--- src/sv/iba_pkg.sv ---
`default_nettype none
package iba_pkg;
  localparam int NumVals   = 7;
  localparam int MaxBatch  = 64;
  localparam int IdxW      = $clog2(MaxBatch);
  localparam int ValW      = 16;
  localparam int TimeW     = 48;
  localparam int SumW      = ValW + $clog2(MaxBatch);
  localparam int CntW      = 7;

  // register indexes
  localparam logic [1:0] RegInterval = 2'd0;
  localparam logic [1:0] RegBatch    = 2'd1;
  localparam logic [1:0] RegAvgMode  = 2'd2;

  // front-to-back job descriptor
  typedef struct packed {
    logic                     avg;
    logic [8:0]               n;
    logic [NumVals*SumW-1:0]  sums;
  } iba_job_t;
endpackage
`default_nettype wire

--- src/sv/iba_front.sv ---
`default_nettype none
// Front: accepts samples, keeps sums/count/deadline, writes the store and
// hands finished batches to the back end as job descriptors.
module iba_front (
  input  wire logic        clk_i,
  input  wire logic        rst_ni,
  input  wire logic        in_valid_i,
  output logic             in_ready_o,
  input  wire logic [iba_pkg::NumVals*iba_pkg::ValW-1:0] vals_i,
  input  wire logic [iba_pkg::TimeW-1:0] ctime_i,
  input  wire logic        read_ok_i,
  input  wire logic [15:0] interval_i,
  input  wire logic [6:0]  batch_size_i,
  input  wire logic        avg_mode_i,
  output logic             we_o,
  output logic [iba_pkg::IdxW-1:0] waddr_o,
  output logic             job_valid_o,
  output iba_pkg::iba_job_t job_o,
  input  wire logic        back_busy_i
);
  import iba_pkg::*;
  localparam int NW = $clog2(MaxBatch + 1);

  logic [NumVals*SumW-1:0] sums_q, sums_d;
  logic [NW-1:0]    cnt_q, cnt_d;
  logic [TimeW-1:0] dl_q, dl_d, dl_cur;
  logic             started_q;
  logic [NW-1:0]    size;
  logic [22:0]      step_w;
  logic [TimeW-1:0] step;
  logic             acc, close;

  // effective batch size
  always_comb begin
    if (batch_size_i == '0) size = NW'(1);
    else if ({1'b0, batch_size_i} > 8'(MaxBatch)) size = NW'(MaxBatch);
    else size = NW'(batch_size_i);
  end

  // back end owns the store while replaying
  assign in_ready_o = !back_busy_i && !job_valid_o;
  assign acc = in_valid_i && in_ready_o;
  assign dl_cur = started_q ? dl_q : ctime_i;
  // 16 x 7 bit deadline step
  assign step_w = 23'(interval_i) * 23'(size);
  assign step = TimeW'(step_w);

  always_comb begin
    sums_d = sums_q;
    cnt_d  = cnt_q;
    we_o   = 1'b0;
    if (read_ok_i) begin
      if (cnt_q < NW'(MaxBatch)) begin
        we_o = acc;
        for (int j = 0; j < NumVals; j++) begin
          sums_d[j*SumW +: SumW] = sums_q[j*SumW +: SumW]
            + SumW'(signed'(vals_i[j*ValW +: ValW]));
        end
        cnt_d = cnt_q + NW'(1);
      end
    end else begin
      sums_d = '0;
      cnt_d  = '0;
    end
    close = (cnt_d >= size) || (ctime_i > dl_cur);
    dl_d = close ? dl_cur + step : dl_cur;
  end
  assign waddr_o = IdxW'(cnt_q);

  always_ff @(posedge clk_i or negedge rst_ni) begin
    if (!rst_ni) begin
      sums_q      <= '0;
      cnt_q       <= '0;
      dl_q        <= '0;
      started_q   <= 1'b0;
      job_valid_o <= 1'b0;
      job_o       <= '0;
    end else begin
      job_valid_o <= 1'b0;
      if (acc) begin
        started_q <= 1'b1;
        dl_q      <= dl_d;
        if (close) begin
          sums_q <= '0;
          cnt_q  <= '0;
          if (cnt_d != '0) begin
            job_valid_o <= 1'b1;
            job_o.avg   <= avg_mode_i;
            job_o.n     <= 9'(cnt_d);
            job_o.sums  <= sums_d;
          end
        end else begin
          sums_q <= sums_d;
          cnt_q  <= cnt_d;
        end
      end
    end
  end
endmodule
`default_nettype wire

--- config.mk ---
export PLATFORM = sky130hd
export DESIGN_NAME = iba_front
export DESIGN_NICKNAME = d
export VERILOG_FILES = /design/src/sv/iba_pkg.sv /design/src/sv/iba_front.sv
export SDC_FILE = /design/constraint.sdc
export NUM_CORES = 1
export LEC_CHECK = 0
export BUFFER_PORTS_ARGS = -buffer_cell sky130_fd_sc_hd__buf_2
export CAP_MARGIN = 0
export CORE_UTILIZATION = 40
export DETAILED_ROUTE_END_ITERATION = 8
export GPL_TIMING_DRIVEN = 0
export HOLD_SLACK_MARGIN = 0.02
export PLACE_DENSITY_LB_ADDON = 0.12
export SETUP_SLACK_MARGIN = 0.3
export SLEW_MARGIN = 0
export SYNTH_ARGS = -nofsm -noshare
export SYNTH_HDL_FRONTEND = slang
export SYNTH_SLANG_ARGS = --single-unit
--- constraint.sdc ---
create_clock -name clk_i -period 18.71 [get_ports clk_i]
set_input_delay 2.8065 -clock clk_i [delete_from_list [all_inputs] [get_ports clk_i]]
set_output_delay 2.8065 -clock clk_i [all_outputs]
set_load 0.05 [all_outputs]
### Word level (Yosys, flattened, before mapping)

Cells that the tools add are included.
W data, S select, Z words.

* bits of input ports: 189
* logic and storage cells: 45
* register bits: 373

* reduce and logical (&&, ||, !) cells: 8
* $add $sub $neg: 9
* order comparisons: 4
* multiply operators: 1
* multiplexer cells: 15

Operators with widths (number)
* $mux W154: 3
* $add A22 B22 Y22: 7
* $mux W48: 2
* $add A48 B23 Y48: 1
* $gt A48 B48 Y1: 1
* $mux W7: 5
* $mul A16 B7 Y23: 1
* $add A7 B1 Y7 const B: 1
* $ge A7 B7 Y1: 1
* $gt A7 B7 Y1 const B: 1
* $logic_not A7 Y1: 1
* $lt A7 B7 Y1 const B: 1
* $reduce_bool A7 Y1: 1
* $mux W1: 5
* $reduce_and A3 Y1: 1
* $logic_and A1 B1 Y1: 2
* $logic_not A1 Y1: 2
* $logic_or A1 B1 Y1: 1

### Longest topological paths before layout

* word-level depth: 7
* gate-level depth with buffers: 26
* gate-level depth less buffers: 22

### Least setup slack after synthesis

OpenSTA, ideal clock, no wires.

* kind: in2reg
* from: in batch_size_i[3]
* to: reg dl_q[44]
* cell stages on the path: 21
* data arrival time: 8188 ps
* setup slack: 10454 ps
* path buffers: 3
* library setup time: 69 ps
* data required time: 18641 ps
* cells stage by stage: nor2b_1 > clkbuf_1 > clkbuf_1 > nand2_1 > fa_1 > inv_1 > fa_1 > fa_1 > inv_1 > fa_1 > inv_1 > ha_1 > clkbuf_1 > nand4_1 > a211o_1 > a21oi_1 > o211ai_1 > a2111oi_4 > nand4_2 > or4_1 > nand3_1

* longest elaborated chain between the ends: 6
* elaborated cells on any way between the ends: 9
* classes of those cells: add/sub: 1; mul: 1; order compare: 2; mux: 3; reduce/logical: 2

Ends and longest elaborated chain
* start, declared: RTL line iba_front.sv:13 `input wire logic [6:0] batch_size_i,`
* $gt A7 B7 Y1: RTL line iba_front.sv:36 `else if ({1'b0, batch_size_i} > 8'(MaxBatch)) size = NW'(MaxBatch);`
* $mux W7: RTL line iba_front.sv:36
* $mux W7 *: RTL line iba_front.sv:35 `if (batch_size_i == '0) size = NW'(1);`
* $mul A16 B7 Y23 / $ge A7 B7 Y1 (equally long branches): RTL line iba_front.sv:45, iba_front.sv:65
* $add A48 B23 Y48 / $logic_or A1 B1 Y1 (equally long branches): RTL line iba_front.sv:66, iba_front.sv:65
* $mux W48 *: RTL line iba_front.sv:66 `dl_d = close ? dl_cur + step : dl_cur;`
* end signal, assigned: RTL line iba_front.sv:82 `dl_q <= dl_d;`
* end, declared: RTL line iba_front.sv:26 `logic [TimeW-1:0] dl_q, dl_d, dl_cur;`

Mark *: on every way between the ends. The rest lies on a longest branch, timed or not.
A chain may end at the register's enable or synchronous reset.

### Worst setup path after layout

* from: in batch_size_i[6]
* to: reg dl_q[45]

The elaborated chain is that of the path after synthesis.

==> results.txt <==
----------------------------------------------------
[Worst setup path]
  Type of destination of the critical path ... flop
  Critical path startpoint category ... primary input
  Setup Crit Path Kind ... primary input to flop
  Worst EP required ... roughly 19 ns
  Worst-path maximum fanout ... 10
  Arrival time reported for the critical path endpoint ... about 9.8 ns

[Drt]
  Total vias in the final route ... 26,892
  Count of antenna-violating nets left after detailed routing ... 0
  Detailed-route vias per instance ... approximately 5.7
  Number of remaining DRC errors ... 0
  Violation count after the first detailed-route iteration ... 2,224
  First drt pass iteration count ... 7
  Total Routed Length ... between 100,000 and 150,000 µm
  Average wire per cell in the routed design ... approximately 24 µm

[Yosys]
  Instance count of the mapped netlist ... 3,365
  Register bit count reported by yosys ... 373
  Distinct cells, synth ... 80
  Summed instance area of the synthesized netlist ... 29,000 µm²
  Share of the yosys chip area belonging to registers ... roughly a third
  Most frequently used flop master after synthesis ... dfrtp_1
  Proportion of register bits with asynchronous set or reset after synthesis ... 100%
  Mean area per synthesized cell ... approximately 8.6 µm²
  Ys Warns ... 0
  EDFF count, synth ... 0

[Clock tree]
  Total of cells resized after clock tree synthesis ... 0
  Clk slew on worst S/H paths ... roughly 0.060 ns
  Root buffer cell ... clkbuf_16
  Clock latency reported for the late side of the worst-skew pair ... 0.60 ns
  CTS Hold Bufs ... 0
  TritonCTS Sinks ... ~370
  Clock tree from TritonCTS ... built
  H-Tree Level Count ... 2
  Buffer count from post-CTS setup fixing ... 0
  TritonCTS buffer count ... 46
  Maximum root-to-sink buffer count ... 3

[Timing]
  Hold slack ... approximately 0.46 ns
  Maximum frequency from static timing analysis ... roughly 110 MHz
  Transition time of the tightest slew-check pin ... 1.48 ns
  Final period utilization ... approximately half
  Final number of max-transition violations ... 0
  Max-slew headroom at the worst pin ... between 1 and 1.5%
  Final setup violation count ... 0
  Setup repair after global routing missed its margin ... false
  Clock skew after layout ... roughly 0.026 ns
  Min Clock Period, post-route ... about 9 ns
  Final-layout setup total negative slack ... 0 ns
  Final Hold Vio Count ... 0

[Floorplanning]
  Full die area ... roughly 74,000 µm²
  Vertical die dimension ... 271 µm
  X dimension of the die ... 271 µm
  Site Rows ... just under 100
  Initial Utilization ... roughly two fifths
  Core region area ... 71,600 µm²
  Number of top-level pins ... 362

[Global routing]
  Antenna violations before repair ... 7
  Number of global-route vias before repair ... approximately 26,000
  Largest net degree at the start of global routing ... 114
  All-layer global routing usage ... a little under a third
  Total overflow reported by the global router ... 0
  First-pass GRT wire length ... around 170,000 µm

[Placed design]
  Routability cong. ... approximately 0.9
  Sum of net half-perimeters after detailed placement ... approximately 85,000 µm
  Number of buffers inserted by port buffering ... 359

[Finish]
  Synthesis-to-finish area growth ... 15.7%
  Fillcell total ... 7,288
  Nets ... 4,313
  Share of layout cells above drive strength 1 ... a little over an eighth

[Status]
  Result of the run ... finished clean

[Hold path]
  Min-Delay Path Class ... flop to flop

[Power and ir drop]
  Total power density per cell area ... ~150 nW/µm²
  Worst-case vdd ir drop ... about 130 µV
  Static leakage ... between 15 and 20 nW

[Job]
  Number of violations of the max-capacitance limit ... 0

----------------------------------------------------
-- final timing paths --
kind | start | end | slack, ns | cells past startpoint
max | batch_size_i[6] | dl_q[45] | 9.48 | 23
min | job_o[77] | job_o[77] | 0.46 | 2
max reg2reg | started_q | job_o[120] | 10.40 | 18
min reg2reg | job_o[77] | job_o[77] | 0.46 | 2
max in group asynchronous | rst_ni | job_o[156] | 14.63 | 4
min in group asynchronous | rst_ni | job_o[79] | 2.16 | 1
-- registers in the layout, summed over array words and instances (netlist names) --
name         flops
job_o          162
sums_q         154
dl_q            48
cnt_q            7
job_valid_o      1
started_q        1
-- layout by cell type (no fill, tap or decap), types with 98 or more instances in the layout --
cell      netlist  final
ha_1          251    251
o21ai_0       325    325
a21oi_1       165    165
inv_1         210    210
clkbuf_1      108    118
nor2_1        154    154
dfrtp_1       373    373
buf_2          21    379
nand2_1       603    603
a21o_1         98     98
-- routing by layer --
layer  share of wire [%]  vias up  track usage [%]
met1                  44    13189             41.3
met2                  45      919             48.1
met5               0.030        -                0
met3                 7.2      185             4.87
li1                    -    12593                -
met4                 3.7        6             10.8
-- cell families (layout without fill, tap and decap cells) --
family,count (synthesis),after routing,synth area share [%]
adders and majority gates,348,348,17.5
other,1,4,0.0129
buffers and inverters,368,808,5.01
and+or+nand+nor,1110,1110,17.3
DFF,373,373,32.2
muxes,84,84,2.99
AOI/OAI and AO/OA,925,925,20.3
xor gates and xnor gates,156,156,4.71
-- worst max-delay path, cell delays in order --
cell,delay [ns]
buf_2,0.13
clkbuf_1,0.25
nor2b_1,0.49
buf_1,0.56
nand2_1,0.16
fa_1,0.52
fa_1,0.55
inv_1,0.06
fa_1,0.53
inv_1,0.06
fa_1,0.53
inv_1,0.05
ha_1,0.32
o21ai_0,0.10
a21oi_1,0.26
nand3_1,0.18
a31oi_1,0.31
o41ai_1,0.18
o21a_1,0.29
nor4_4,0.54
nand3b_1,0.26
or4_1,0.52
nand3_1,0.10
-- synth_stat cells, types with 21 or more instances --
| library cell | number | area share [%] |
|---|---|---|
| nand2_1 | 603 | 7.8 |
| dfrtp_1 | 373 | 32 |
| o21ai_0 | 325 | 5.6 |
| ha_1 | 251 | 11 |
| inv_1 | 210 | 2.7 |
| a21oi_1 | 165 | 2.8 |
| nor2_1 | 154 | 2.0 |
| clkbuf_1 | 108 | 1.4 |
| a21o_1 | 98 | 2.5 |
| fa_1 | 97 | 6.7 |
| xnor2_1 | 97 | 2.9 |
| nand3_1 | 71 | 1.2 |
| and2_1 | 70 | 1.5 |
| o31ai_1 | 67 | 1.7 |
| mux2i_1 | 64 | 2.2 |
| xor2_1 | 59 | 1.8 |
| a22o_1 | 55 | 1.7 |
| nor3_1 | 44 | 0.76 |
| nand2b_1 | 30 | 0.65 |
| nand4_1 | 30 | 0.65 |
| a31oi_1 | 29 | 0.63 |
| nor2b_1 | 28 | 0.60 |
| o21a_1 | 23 | 0.60 |
| a211oi_1 | 22 | 0.57 |
| o211ai_1 | 22 | 0.57 |
| buf_2 | 21 | 0.36 |
| o21bai_1 | 21 | 0.54 |
| or3_1 | 21 | 0.45 |
-- per-stage QoR --
stage	setup WS (ns)	utilization [%]	total power [W]	instances	area, µm²
after floorplan	10.45	-	0.00323	3366	29000
after global placement	6.86	44.7	0.00396	4675	32000
after detailed placement	8.97	44.8	0.00397	4678	32100
after CTS	9.54	46.8	0.00489	4756	33500
after global routing	9.14	46.8	0.00523	4757	33500
final	9.48	46.8	0.00490	4758	33500
-- where the power goes --
part / switching, W / total (W) / leakage [nW] / internal (W)
sequential: 0.000213 / 0.00129 / 4.90 / 0.00108
clock: 0.000389 / 0.000908 / 0.710 / 0.000520
combinational: 0.00181 / 0.00270 / 11.2 / 0.000882
-- area by class of cell --
type | instances | area (µm²) | area share [%]
Buffer | 158 | 664 | 1.98
Multi-Input combinational cell | 2625 | 18200 | 54.3
Inverter | 210 | 788 | 2.35
Clock buffer | 62 | 1280 | 3.83
Clock inverter | 16 | 170 | 0.508
Sequential cell | 373 | 9330 | 27.8
Tap cell | 950 | 1190 | 3.55
Antenna cell | 2 | 5.00 | 0.0149
Timing Repair Buffer | 362 | 1890 | 5.64
Note: power is estimated with default switching activity, not from simulation.
