<file path="config.mk">
export PLATFORM = sky130hd
export DESIGN_NAME = iba_back
export DESIGN_NICKNAME = d
export VERILOG_FILES = /design/src/sv/iba_pkg.sv /design/src/sv/iba_back.sv
export SDC_FILE = /design/constraint.sdc
export NUM_CORES = 1
export LEC_CHECK = 0
export BUFFER_PORTS_ARGS = -buffer_cell sky130_fd_sc_hd__buf_2
export CAP_MARGIN = 5
export CORE_UTILIZATION = 30
export CTS_CLUSTER_DIAMETER = 30
export DETAILED_ROUTE_END_ITERATION = 16
export GPL_ROUTABILITY_DRIVEN = 0
export PLACE_DENSITY_LB_ADDON = 0.3
export REMOVE_ABC_BUFFERS = 1
export SLEW_MARGIN = 40
export SYNTH_ARGS = -nofsm -noshare
export SYNTH_HDL_FRONTEND = slang
export SYNTH_SLANG_ARGS = --single-unit
</file>
<file path="constraint.sdc">
create_clock -name clk_i -period 14.7 [get_ports clk_i]
set_clock_uncertainty 0.15 [all_clocks]
set_input_delay 0 -clock clk_i [delete_from_list [all_inputs] [get_ports clk_i]]
set_output_delay 0 -clock clk_i [all_outputs]
set_load 0.02 [all_outputs]
</file>
<file path="src/sv/iba_pkg.sv">
`default_nettype none
package iba_pkg;
  localparam int NumVals   = 7;
  localparam int MaxBatch  = 64;
  localparam int IdxW      = $clog2(MaxBatch);
  localparam int ValW      = 16;
  localparam int TimeW     = 48;
  localparam int SumW      = ValW + $clog2(MaxBatch);
  localparam int CntW      = 7;

  // register indexes
  localparam logic [1:0] RegInterval = 2'd0;
  localparam logic [1:0] RegBatch    = 2'd1;
  localparam logic [1:0] RegAvgMode  = 2'd2;

  // front-to-back job descriptor
  typedef struct packed {
    logic                     avg;
    logic [8:0]               n;
    logic [NumVals*SumW-1:0]  sums;
  } iba_job_t;
endpackage
`default_nettype wire

</file>
<file path="src/sv/iba_back.sv">
`default_nettype none
// Back: replays stored samples, or divides the sums serially (restoring,
// one quotient bit per cycle, all seven fields in parallel lanes).
module iba_back (
  input  wire logic        clk_i,
  input  wire logic        rst_ni,
  input  wire logic        job_valid_i,
  input  wire iba_pkg::iba_job_t job_i,
  output logic             busy_o,
  output logic [iba_pkg::IdxW-1:0] raddr_o,
  input  wire logic [iba_pkg::NumVals*iba_pkg::ValW-1:0] rvals_i,
  input  wire logic [iba_pkg::TimeW-1:0] rtime_i,
  output logic             out_valid_o,
  input  wire logic        out_ready_i,
  output logic [iba_pkg::NumVals*iba_pkg::ValW-1:0] out_vals_o,
  output logic [iba_pkg::TimeW-1:0] out_time_o,
  output logic [6:0]       out_cnt_o,
  output logic             out_last_o
);
  import iba_pkg::*;

  typedef enum logic [2:0] {Idle, Read, Wait, Div, Emit} state_e;
  state_e state_q;
  logic [8:0]  n_q, i_q;
  logic        avg_q;
  logic [4:0]  bit_q;
  logic [SumW-1:0] mag_q [NumVals];
  logic            neg_q [NumVals];
  logic [SumW-1:0] quo_q [NumVals];
  logic [8:0]      rem_q [NumVals];
  logic [9:0]      trial [NumVals];

  assign busy_o  = (state_q != Idle);
  assign raddr_o = avg_q ? IdxW'(n_q - 9'd1) : IdxW'(i_q);

  always_comb begin
    for (int j = 0; j < NumVals; j++) begin
      trial[j] = {rem_q[j], mag_q[j][bit_q]} - {1'b0, n_q};
    end
  end

  always_ff @(posedge clk_i or negedge rst_ni) begin
    if (!rst_ni) begin
      state_q     <= Idle;
      out_valid_o <= 1'b0;
      n_q <= '0; i_q <= '0; avg_q <= 1'b0; bit_q <= '0;
    end else begin
      case (state_q)
        Idle: if (job_valid_i) begin
          n_q <= job_i.n; i_q <= '0; avg_q <= job_i.avg;
          bit_q <= 5'(SumW - 1);
          for (int j = 0; j < NumVals; j++) begin
            neg_q[j] <= job_i.sums[j*SumW + SumW - 1];
            mag_q[j] <= job_i.sums[j*SumW + SumW - 1]
              ? -job_i.sums[j*SumW +: SumW] : job_i.sums[j*SumW +: SumW];
            rem_q[j] <= '0; quo_q[j] <= '0;
          end
          state_q <= job_i.avg ? Div : Read;
        end
        Read: state_q <= Wait; // address settles, RAM registers
        Wait: begin
          // averaged result or replayed sample
          for (int j = 0; j < NumVals; j++) begin
            if (!avg_q) out_vals_o[j*ValW +: ValW] <= rvals_i[j*ValW +: ValW];
            else if (neg_q[j]) out_vals_o[j*ValW +: ValW] <= ValW'(-quo_q[j]);
            else out_vals_o[j*ValW +: ValW] <= ValW'(quo_q[j]);
          end
          out_time_o  <= rtime_i;
          out_cnt_o   <= 7'(n_q);
          out_last_o  <= avg_q || (i_q + 9'd1 == n_q);
          out_valid_o <= 1'b1;
          state_q     <= Emit;
        end
        Div: begin
          for (int j = 0; j < NumVals; j++) begin
            if (!trial[j][9]) begin
              rem_q[j] <= trial[j][8:0];
              quo_q[j] <= {quo_q[j][SumW-2:0], 1'b1};
            end else begin
              rem_q[j] <= {rem_q[j][7:0], mag_q[j][bit_q]};
              quo_q[j] <= {quo_q[j][SumW-2:0], 1'b0};
            end
          end
          if (bit_q == '0) state_q <= Wait;
          else bit_q <= bit_q - 5'd1;
        end
        Emit: if (out_ready_i) begin
          out_valid_o <= 1'b0;
          if (avg_q || out_last_o) state_q <= Idle;
          else begin
            i_q <= i_q + 9'd1;
            state_q <= Read;
          end
        end
        default: state_q <= Idle;
      endcase
    end
  end
endmodule
`default_nettype wire

</file>
# Yosys cells after proc, flatten, opt, wreduce, memory -nomap -nowiden
# Memory sizes are Yosys's and may differ from the RTL's.
# Index checks and enable logic that the tools add are counted.
dict set report classes {
  div 0
  multipliers 0
  reduce_logical 29
  magnitude_cmp 1
  n_bitwise 28
  n_addsub 24
  mux 124
  shift 0
  eq_ne 10
}
# cell n
set ops {}
lappend ops {{two-way mux 22 bit} 21}
lappend ops {{two-way mux 16 bit} 14}
lappend ops {{negation 22 bit} 7}
lappend ops {{two-way mux 9 bit} 17}
lappend ops {{negation 16 bit} 7}
lappend ops {{subtractor 10 x 9 -> 10 bit} 7}
lappend ops {{two-way mux 1 bit} 54}
lappend ops {{binary-select mux 1 bit (select 5 bit)} 7}
lappend ops {{OR 1 bit} 28}
lappend ops {{case mux 9 bit (2 select lines)} 1}
lappend ops {{logical AND 1 bit} 15}
lappend ops {{case mux 3 bit (5 select lines)} 1}
lappend ops {{two-way mux 5 bit} 2}
lappend ops {{!= test 2 bit, second input constant} 5}
lappend ops {{case mux 5 bit (2 select lines)} 1}
lappend ops {{adder 9 x 1 -> 9 bit, second input constant} 1}
lappend ops {{equality test 9 bit} 1}
lappend ops {{two-way mux 3 bit} 3}
lappend ops {{equality test 3 x 2 -> 1 bit, second input constant} 2}
lappend ops {{less-than comparator 5 x 6 -> 1 bit, second input constant} 1}
lappend ops {{two-way mux 6 bit} 1}
lappend ops {{AND reduction 2 bit} 3}
lappend ops {{AND reduction 3 bit} 2}
lappend ops {{nonzero test 2 bit} 3}
lappend ops {{other kinds (11)} 12}
dict set report totals {
  romBits 0
  latchBits 0
  output_inout_bits 176
  ff_bits 196
  memories 4
  ramBits 378
  wordCells 230
  inputBits 328
}
# memory words width rd rd_clocked_by_memory_dff wr line
set memory_table {}
lappend memory_table {mag_q 7 22 7 0 7 iba_back.sv:27} ;# logic [SumW-1:0] mag_q [NumVals];
lappend memory_table {quo_q 7 22 7 0 7 iba_back.sv:29} ;# logic [SumW-1:0] quo_q [NumVals];
lappend memory_table {rem_q 7 9 7 0 7 iba_back.sv:30} ;# logic [8:0] rem_q [NumVals];
lappend memory_table {neg_q 7 1 7 0 7 iba_back.sv:28} ;# logic neg_q [NumVals];

# Logic depth before layout (Yosys ltp)
# Gate-level depths: netlist (run 1).
# An unclocked memory read counts as a cell.
dict set report logic_depth {
  word_depth 10
  ltp_mapped 16
  ltp_nobuf 13
}

# Worst setup path after synthesis (run 1)
# Ideal clock, no wire load.
dict set report synth_timing {
  path_kind {register -> register}
  from {reg state_q[0]}
  to {mem mag_q[0][0] (netlist name) (enable)}
  path_stages_with_launch 7
  n_path_buf 2
  synth_period_minus_slack_ps 6568
  slack_ps 8132
  arrival_time_ps 5830
  cell_sequence {dfrtp_1 > clkbuf_1 > nor3_1 > and2_0 > nand2_1 > inv_1 > clkbuf_1}
}
# element line
set synth_lines {}
lappend synth_lines {{start, declared} iba_back.sv:23} ;# state_e state_q;
lappend synth_lines {{start signal, assigned} iba_back.sv:44} ;# state_q <= Idle;
lappend synth_lines {{start signal, assigned} iba_back.sv:58} ;# state_q <= job_i.avg ? Div : Read;
lappend synth_lines {{start signal, assigned} iba_back.sv:60} ;# Read: state_q <= Wait;
lappend synth_lines {{end, declared} iba_back.sv:27}

==> out/results.tsv, run 1 <==
stage	metric	value	unit
sta	timing.final.ws_setup	10070	ps
clock_tree	cts_setup_buffers	0	
worst_setup_path	timing.rr.end	rem_q[0][16]	
yosys	synth_area_per_cell	11.69	sq um
routing	drc_errors	0	
floorplan	die_x	309.5	um
sta	fmaxAchievable	216.2	MHz
sta	worst_pin_slew	815.5	ps
floorplan	die_y	309.5	um
routing	drt_wl_total	86770	um
cells_and_area	layout_common_cells	dlygate4sd3_1 (741), edfxtp_1 (504), buf_2 (502)	
floorplan	start_util	0.3035	
routing	wl_per_cell	16.99	um
yosys	synth_flop_cell	edfxtp_1	
clock_tree	clockRootBuffer	clkbuf_16	
yosys	synth_area	28370	sq um
clock_tree	clk_pin_slew	50	ps
placement	post-place-ws	9992	ps
worst_setup_path	r2r-start	bit_q[4]	
floorplan	row_count	112	
pwr	power.leakage	17.22	nW
hold_path	whs_path_depth	4	
clock_tree	hold_buffers	742	
global_route	grt_pass1_vias	25110	
worst_setup_path	critPathKind	reg2reg	
outcome	status	finished clean	
sta	final_max_slew_viol_count	0	
cells_and_area	final_common_cell	dlygate4sd3_1	
global_route	antenna_found_initial	8	
yosys	synthCells	2426	
worst_setup_path	rr_worst_depth	11	
worst_setup_path	cp-start-kind	flop	
clock_tree	clock_latency	710	ps
global_route	grt_pass1_wl	134100	um
yosys	synth_edf_count	504	
sta	period_needed	4626	ps
global_route	overflow	0	
worst_setup_path	critPathMaxFanout	17	
global_route	grt_max_degree	120	
worst_setup_path	crit_required	15080	ps
clock_tree	htree_levels	4	
pwr	powerDensity	172.7	nW/um^2
worst_setup_path	crit_path_start	bit_q[4]	
cells_and_area	final_layout_size_suffix_gt1_frac	0.2172	
clock_tree	cts_buffers	139	
clock_tree	cts_resized	0	
cells_and_area	nets	4151	
worst_setup_path	critPathCaptureType	flop	
flow_run	cap_violations	0	
hold_path	holdCritStartpoint	rvals_i[12]	
clock_tree	cts_tree	built	
worst_setup_path	arrival	5000	ps
floorplan	core_area	93470	sq um
routing	drt_iter0_drc	1469	
clock_tree	cts_buffer_depth	3	
clock_tree	cts_sinks	532	
routing	ant_nets	0	
cells_and_area	final_util	0.4772	
sta	slew_headroom	0.4540	
sta	final_hold_viol_count	0	
yosys	async_reset_ff_frac	0.05263	
yosys	synth_cell_type_count	62	
floorplan	io_pins	504	
routing	via_per_inst	4.836	
placement	dp_hpwl	51920	um
yosys	yosys_warnings	0	
yosys	synth-seq-cells	532	
hold_path	holdCritPathClass	in2reg	
sta	rsz0062_at_grt	false	
hold_path	hold_end	out_vals_o[12]	
global_route	track_usage	0.1784	
sta	setup_tns	0	ps
pwr	power	7.703	mW
sta	finalCritPeriodShare	0.3147	
yosys	synth-seq-area-share	0.5581	
routing	dr.pass1.iters	6	
cells_and_area	area_growth	57.21	%
routing	vias	24690	
sta	setup_violations	0	
pwr	ir_drop	0.08275	mV
floorplan	die_area	95800	sq um
placement	io_buffers	503	
worst_setup_path	r2r_slack	10070	ps
[stage by stage]
step | instances | area (sq um) | hold WS, ps
3_5_place_dp | 4106 | 32310 | -150.8
2_1_floorplan | 2331 | 28000 | -445.6
6_report | 5106 | 44600 | 38.65
3_3_place_gp | 4105 | 32250 | 1.686
5_1_grt | 5104 | 44600 | 22.49
4_1_cts | 5098 | 44570 | 0.6566
[area by class of cell]
class	count	area, sq um
fillers	8251	48870
flip-flops and latches	532	15840
multi-input cells	1732	11970
repair buffers	1263	10120
clock buffers	155	3591
well taps	1254	1569
clock inverters	95	1227
inverters	67	264.0
diodes	8	20.02
[layer usage]
| layer | vias up | GRT usage | wire length [um] |
|---|---|---|---|
| met1 | 11940 | 0.2167 | 36560 |
| met5 | - | 0 | 13 |
| met3 | 181 | 0.03860 | 4970 |
| met2 | 771 | 0.3073 | 42930 |
| li1 | 11800 | - | - |
| met4 | 2 | 0.06839 | 2287 |
[cell usage after synthesis, drive strengths merged (16+ instances only)]
| cell type | count | share of area |
|---|---|---|
| a21oi | 196 | 0.035 |
| and2 | 81 | 0.018 |
| buf | 17 | 0.0027 |
| clkbuf | 78 | 0.010 |
| dfrtp | 28 | 0.025 |
| edfxtp | 504 | 0.53 |
| ha | 81 | 0.036 |
| inv | 65 | 0.0086 |
| mux2i | 16 | 0.0056 |
| mux4 | 35 | 0.028 |
| nand2 | 160 | 0.021 |
| nand2b | 17 | 0.0037 |
| nand3 | 75 | 0.013 |
| nor2 | 183 | 0.024 |
| nor2b | 31 | 0.0068 |
| nor3 | 36 | 0.0064 |
| nor4 | 20 | 0.0044 |
| o21ai | 151 | 0.027 |
| o31ai | 71 | 0.019 |
| o41ai | 33 | 0.010 |
| or3 | 40 | 0.0090 |
| or4 | 34 | 0.0095 |
| xnor2 | 170 | 0.052 |
| xor2 | 121 | 0.037 |
[cells by family after synthesis]
| group | Yosys count | share of synthesized area |
|---|---|---|
| compound gates | 552 | 0.1190 |
| xor+xnor | 291 | 0.08983 |
| fa+ha+maj | 88 | 0.04066 |
| buf+inv | 162 | 0.02187 |
| flops | 532 | 0.5581 |
| mux | 63 | 0.03819 |
| simple gates | 738 | 0.1323 |
[registers in the layout, indices dropped and copies added (netlist names)]
name / cells
avg_q: 1
out_vals_o: 112
bit_q: 5
rem_q: 63
out_cnt_o: 7
mag_q: 154
quo_q: 112
out_last_o: 1
state_q: 3
n_q: 9
out_time_o: 48
out_valid_o: 1
i_q: 9
neg_q: 7
[worst max path at each step]
stage                         endpoint  slack [ps]  cells after the start
after global routing      rem_q[0][16]        9710                     11
final                     rem_q[0][16]       10070                     11
after floorplan            quo_q[0][0]        8260                      3
after CTS                 rem_q[0][16]        9970                     11
after global placement    rem_q[0][16]        9870                     10
after detailed placement  rem_q[0][16]        9990                     11
[power by group]
group / switching (mW) / leakage [nW] / total (mW) / internal, mW
sequential: 0.192 / 4.99 / 2.26 / 2.06
combinational: 1.32 / 9.87 / 2.33 / 1.01
clock: 0.961 / 2.36 / 3.12 / 2.16
total: 2.47 / 17.2 / 7.70 / 5.23
[worst max-delay path: stages, from the launching register on]
cell and delay, ps:
dfrtp_1 620, clkinv_1 680, o31ai_1 450, a21oi_1 70, o32a_1 340, ha_1 210
nor2b_1 150, o2111ai_1 180, a311oi_1 540, nor4_2 200, or4b_2 660, a21oi_1 180
Note: power is estimated with default switching activity, not from simulation.
==> inputs of run 2 (changes only) <==
clock period = 4.81 ns   (was 14.7 ns; I/O delays follow)
==> run 2 against run 1 <==
Combinational power rose to 3.1 times the previous value. First-iteration DRC count is 2.4% higher. Non-clock buffer count shrank 2. Cell count decreased by 0.29%. Largest cell class unchanged.
==> out/results.tsv, run 2 (same netlist as run 1, synthesis figures left out) <==
stage	metric	value	unit	change
outcome	status	finished clean		
cells_and_area	final_common_cell	dlygate4sd3_1		
floorplan	die_area	95800	sq um	unchanged
cells_and_area	final_layout_size_suffix_gt1_frac	0.2167		-0.0005332
sta	final_hold_viol_count	0		unchanged
pwr	powerDensity	523.6	nW/um^2	+200%
clock_tree	cts_sinks	532		unchanged
pwr	power.internal	15.67	mW	+200%
routing	ant_nets	0		unchanged
worst_setup_path	crit_path_start	bit_q[1]		
hold_path	holdCritStartpoint	rvals_i[27]		
placement	post-place-ws	585.8	ps	-9406 ps
worst_setup_path	critPathKind	reg2reg		
global_route	grt_max_degree	129		+7.5%
floorplan	core_area	93470	sq um	unchanged
pwr	switching_power	7.606	mW	+210%
global_route	overflow	0		unchanged
worst_setup_path	slowest_stage	nor2b_1		
global_route	grt_pass1_vias	25000		-0.45%
routing	drt_wl_total	86040	um	-0.84%
worst_setup_path	r2r_slack	490	ps	-9580 ps
routing	drc_errors	0		unchanged
sta	slew_headroom	0.4594		+0.005476
sta	period_needed	4317	ps	-308.9 ps
clock_tree	htree_levels	4		unchanged
clock_tree	cts_buffers	132		-5.0%
clock_tree	hold_buffers	726		-2.2%
cells_and_area	largest_reg_flops	154		unchanged
worst_setup_path	r2r-start	bit_q[1]		
floorplan	row_count	112		unchanged
pwr	swShare	0.3268		+0.005700
worst_setup_path	cp_num_buf_inv	0		-1
pwr	clkPwrFrac	0.393		-0.012
routing	drt_iter0_drc	1504		+2.4%
cells_and_area	area_growth	56.67	%	
routing	wl_per_cell	16.90	um	-0.55%
cells_and_area	nets	4142		-0.22%
routing	dr.pass1.iters	7		+1
hold_path	holdCritPathClass	in2reg		
sta	setup_tns	0	ps	unchanged
routing	vias	24510		-0.74%
worst_setup_path	crit_required	5200	ps	-9880 ps
global_route	antenna_found_initial	2		-6
worst_setup_path	critPathMaxFanout	13		-4
global_route	grt_pass1_wl	133000	um	-0.82%
worst_setup_path	arrival	4710	ps	-290 ps
clock_tree	clock_latency	720	ps	about the same
pwr	pwr-share-comb	0.312		+0.010
placement	io_buffers	503		unchanged
sta	worst_pin_slew	810.8	ps	-4.625 ps
floorplan	die_y	309.5	um	unchanged
floorplan	start_util	0.3035		unchanged
flow_run	cap_violations	0		unchanged
pwr	seq_power_share	0.295		+0.002
pwr	ir_drop	0.2809	mV	+240%
floorplan	io_pins	504		unchanged
sta	timing.final.ws_setup	492.5	ps	-9581 ps
worst_setup_path	path_cells	nor2b_1, a221oi_1, o32a_1, ha_1, nor2b_1, o2111ai_1, a311oi_1, nor4_2, or4b_2, a21oi_1		
global_route	track_usage	0.1760		-0.002392
routing	via_per_inst	4.814		-0.45%
worst_setup_path	crit_path_max_incr_delay	670	ps	about the same
cells_and_area	reg_top3	mag_q (154), out_vals_o (112), quo_q (112)		
worst_setup_path	crit_family	simple AND/OR/NAND/NOR gates		
clock_tree	clk_pin_slew	50	ps	about the same
sta	setup_violations	0		unchanged
sta	fmaxAchievable	231.6	MHz	+7.2%
clock_tree	cts_buffer_depth	3		unchanged
placement	dp_hpwl	53430	um	+2.9%
clock_tree	cts_setup_buffers	0		unchanged
pwr	power.leakage	17.13	nW	-0.53%
cells_and_area	regMostFlops	mag_q		
worst_setup_path	critPathCaptureType	flop		
cells_and_area	layout_common_cells	dlygate4sd3_1 (726), edfxtp_1 (504), buf_2 (503)		
clock_tree	cts_resized	0		unchanged
sta	final_max_slew_viol_count	0		unchanged
clock_tree	cts_tree	built		
worst_setup_path	cpMostUsedCell	nor2b_1		
sta	finalCritPeriodShare	0.8976		+0.5829
worst_setup_path	cp-start-kind	flop		
clock_tree	clockRootBuffer	clkbuf_16		
floorplan	die_x	309.5	um	unchanged
sta	rsz0062_at_grt	false		
## run 2: cell types whose count changed in the layout (fill, tap and decap cells not counted), sizes merged
cell,delta
inv,-5
buf,+13
clkinv,+10
dlygate4sd3,-15
clkbuf,-11
bufinv,-2
diode,-6
clkinvlp,+1
## run 2: worst paths after layout
check | to | cells past startpoint
min | out_vals_o[27] | 4
min in group asynchronous | bit_q[4] | 4
max | rem_q[1][7] | 10
max reg2reg | rem_q[1][7] | 10
max in group asynchronous | avg_q | 4
min reg2reg | out_cnt_o[6] | 0
## run 2: final cells by class
type / instances / area (sq um)
timing repair buffer: 1261 / 10150
fill: 8223 / 49020
inverter: 67 / 256.5
sequential: 532 / 15840
antenna: 2 / 5.005
tap: 1254 / 1569
multi-input combinational: 1732 / 11970
clock inverter: 99 / 1285
clock buffer: 144 / 3369
## run 2: power groups by stage
stage          Clock, mW  Sequential [mW]  Combinational, mW
2_1_floorplan          0             7.38               4.33
3_3_place_gp           0             6.94               6.59
3_5_place_dp           0             6.95               6.65
4_1_cts             9.28             6.88               7.26
5_1_grt             9.55             6.98               8.06
6_report            9.14             6.88               7.26
## run 2: layer usage
metal / part of all wire / wire length (um) / vias up / track usage
met4: 0.024 / 2074 / 0 / 0.05895
met1: 0.42 / 36540 / 11770 / 0.2178
li1: - / - / 11780 / -
met5: 0 / 0 / - / 0
met3: 0.056 / 4833 / 183 / 0.03661
met2: 0.49 / 42590 / 781 / 0.3034
## run 2: tightest hold or removal path, delay by kind of cell
kind | cells | cell delay (ps)
buffers and inverters | 2 | 610
AO/OA/AOI/OAI | 1 | 110
AND/OR/NAND/NOR | 1 | 30
## run 2: stage by stage
stage,cell area (sq um),hold WS (ps),total power [mW],cells,util
floorplan,28000,-445.6,11.71,2331,-
global placement,32490,-16.88,13.54,4120,0.3476
detailed placement,32520,-16.53,13.60,4120,0.3479
CTS,44440,2.167,23.42,5089,0.4755
global route,44450,18.44,24.59,5091,0.4755
finish,44450,35.80,23.27,5091,0.4755
==> inputs of run 3 (changes only) <==
BUFFER_PORTS_ARGS = -buffer_cell sky130_fd_sc_hd__clkbuf_2   (was -buffer_cell sky130_fd_sc_hd__buf_2)
clock period = 5.1 ns   (was 4.81 ns; I/O delays follow)
==> run 3 against run 2 <==
Die area unchanged. Non-clock buffer count unchanged. Largest power group unchanged. Worst setup slack improved by 210 ps. Maximum frequency shrank 1.7%.
==> out/results.tsv, run 3 (same netlist as run 1, synthesis figures left out) <==
stage	metric	value	unit	change
routing	via_per_inst	4.805		-0.19%
worst_setup_path	critPathKind	reg2reg		
routing	wl_per_cell	16.77	um	-0.74%
routing	drt_wl_total	85870	um	-0.20%
sta	rsz0062_at_grt	false		
clock_tree	clock_latency	720	ps	about the same
placement	io_buffers	503		unchanged
clock_tree	cts_tree	built		
worst_setup_path	critPathMaxFanout	38		+25
cells_and_area	fillers	8272		+0.60%
floorplan	die_y	309.5	um	unchanged
clock_tree	cts_sinks	532		unchanged
flow_run	cap_violations	0		unchanged
floorplan	io_pins	504		unchanged
global_route	overflow	0		unchanged
floorplan	row_count	112		unchanged
clock_tree	cts_buffers	141		+6.8%
cells_and_area	nets	4151		+0.22%
outcome	status	finished clean		
sta	fmaxAchievable	227.7	MHz	-1.7%
cells_and_area	area_growth	56.83	%	
sta	final_max_slew_viol_count	0		unchanged
worst_setup_path	arrival	4790	ps	+80 ps
sta	setup_violations	0		unchanged
cells_and_area	final_layout_size_suffix_gt1_frac	0.2211		+0.004381
sta	worst_pin_slew	810.2	ps	-0.6649 ps
cells_and_area	reg_top3	mag_q (154), out_vals_o (112), quo_q (112)		
routing	drc_errors	0		unchanged
routing	vias	24600		+0.35%
sta	final_hold_viol_count	0		unchanged
routing	ant_nets	0		unchanged
placement	dp_hpwl	53400	um	about the same
pwr	ir_drop	0.2429	mV	-14%
clock_tree	cts_setup_buffers	0		unchanged
global_route	track_usage	0.1762		+0.0002034
floorplan	core_area	93470	sq um	unchanged
clock_tree	clk_pin_slew	40	ps	about the same
worst_setup_path	cp-start-kind	flop		
cells_and_area	regMostFlops	mag_q		
cells_and_area	final_common_cell	dlygate4sd3_1		
hold_path	holdCritPathClass	in2reg		
routing	dr.pass1.iters	5		-2
floorplan	start_util	0.3035		unchanged
sta	hold_ws	34.68	ps	-1.116 ps
worst_setup_path	crit_required	5500	ps	+300 ps
placement	post-place-ws	692.8	ps	+107.0 ps
clock_tree	clockRootBuffer	clkbuf_16		
sta	slew_headroom	0.4599		about the same
global_route	grt_max_degree	94		-27%
global_route	grt_pass1_wl	133000	um	about the same
global_route	grt_pass1_vias	25130		+0.50%
clock_tree	cts_buffer_depth	3		unchanged
sta	finalCritPeriodShare	0.8613		-0.03629
floorplan	die_area	95800	sq um	unchanged
worst_setup_path	critPathCaptureType	flop		
global_route	antenna_found_initial	12		+10
sta	period_needed	4393	ps	+75.24 ps
floorplan	die_x	309.5	um	unchanged
sta	timing.final.ws_setup	707.3	ps	+214.8 ps
cells_and_area	largest_reg_flops	154		unchanged
clock_tree	htree_levels	4		unchanged
pwr	powerDensity	493.2	nW/um^2	-5.8%
pwr	power.leakage	17.28	nW	+0.87%
routing	drt_iter0_drc	1487		-1.1%
pwr	power	21.95	mW	-5.7%
cells_and_area	layout_common_cells	dlygate4sd3_1 (726), edfxtp_1 (504), clkbuf_2 (503)		
==> run 3: worst paths after layout <==
| check | to | depth (start not counted) | slack, ps | from |
|---|---|---|---|---|
| worst max-delay path | rem_q[1][25] | 11 | 710 | bit_q[0] |
| worst min-delay path | out_vals_o[43] | 4 | 30 | rvals_i[43] |
| worst max register to register | rem_q[1][25] | 11 | 710 | bit_q[0] |
| worst min register to register | out_cnt_o[6] | 0 | 310 | n_q[6] |
| max in group asynchronous | avg_q | 4 | 4100 | rst_ni |
| min in group asynchronous | bit_q[4] | 4 | 320 | rst_ni |
==> run 3: what timing repair did <==
action	CTS	global route
hold buffers	726	0
hold endpoints to repair	377	0
gates resized for setup	0	0
==> run 3: cell type report <==
class	count	area (sq um)	area share
tap	1254	1569	0.03526
clock buffer	173	3795	0.08529
antenna	11	27.53	0.0006186
clock inverter	89	927.1	0.02084
multi-input combinational	1732	11970	0.2691
timing repair buffer	1261	10100	0.2270
sequential	532	15850	0.3561
inverter	67	259.0	0.005821
==> run 3: layer usage <==
metal  GRT usage  part of all wire  vias up  wire length [um]
met5           0                 0        -                 0
met4     0.07541             0.029        0              2449
met3     0.03860             0.060      182              5128
met2      0.3028              0.50      850             42930
met1      0.2113              0.41    11740             35360
li1            -                 -    11820                 -
==> run 3: stage by stage <==
stage	area [sq um]	util	setup TNS, ps	instances
2_1_floorplan	28000	-	-349600	2331
3_3_place_gp	32440	0.3471	0	4120
3_5_place_dp	32470	0.3474	0	4120
4_1_cts	44460	0.4757	0	5108
5_1_grt	44490	0.4760	0	5117
6_report	44500	0.4760	0	5119
==> run 3: where the power goes <==
part | internal (mW) | leakage (nW) | total (mW) | switching [mW]
Sequential | 5.94 | 4.99 | 6.62 | 0.682
Combinational | 2.94 | 9.99 | 6.65 | 3.71
Clock | 5.93 | 2.30 | 8.68 | 2.75
Total | 14.8 | 17.3 | 21.9 | 7.14
==> run 3: worst max-delay path, stage by stage, from the launching register on <==
cell	delay (ps)
dfrtp_4	880
mux4_2	590
a221oi_1	300
a211oi_1	90
nor2_1	240
ha_1	220
nor2b_1	70
o2111ai_1	290
a21oi_1	170
o211a_1	380
or4b_2	700
a21oi_1	160
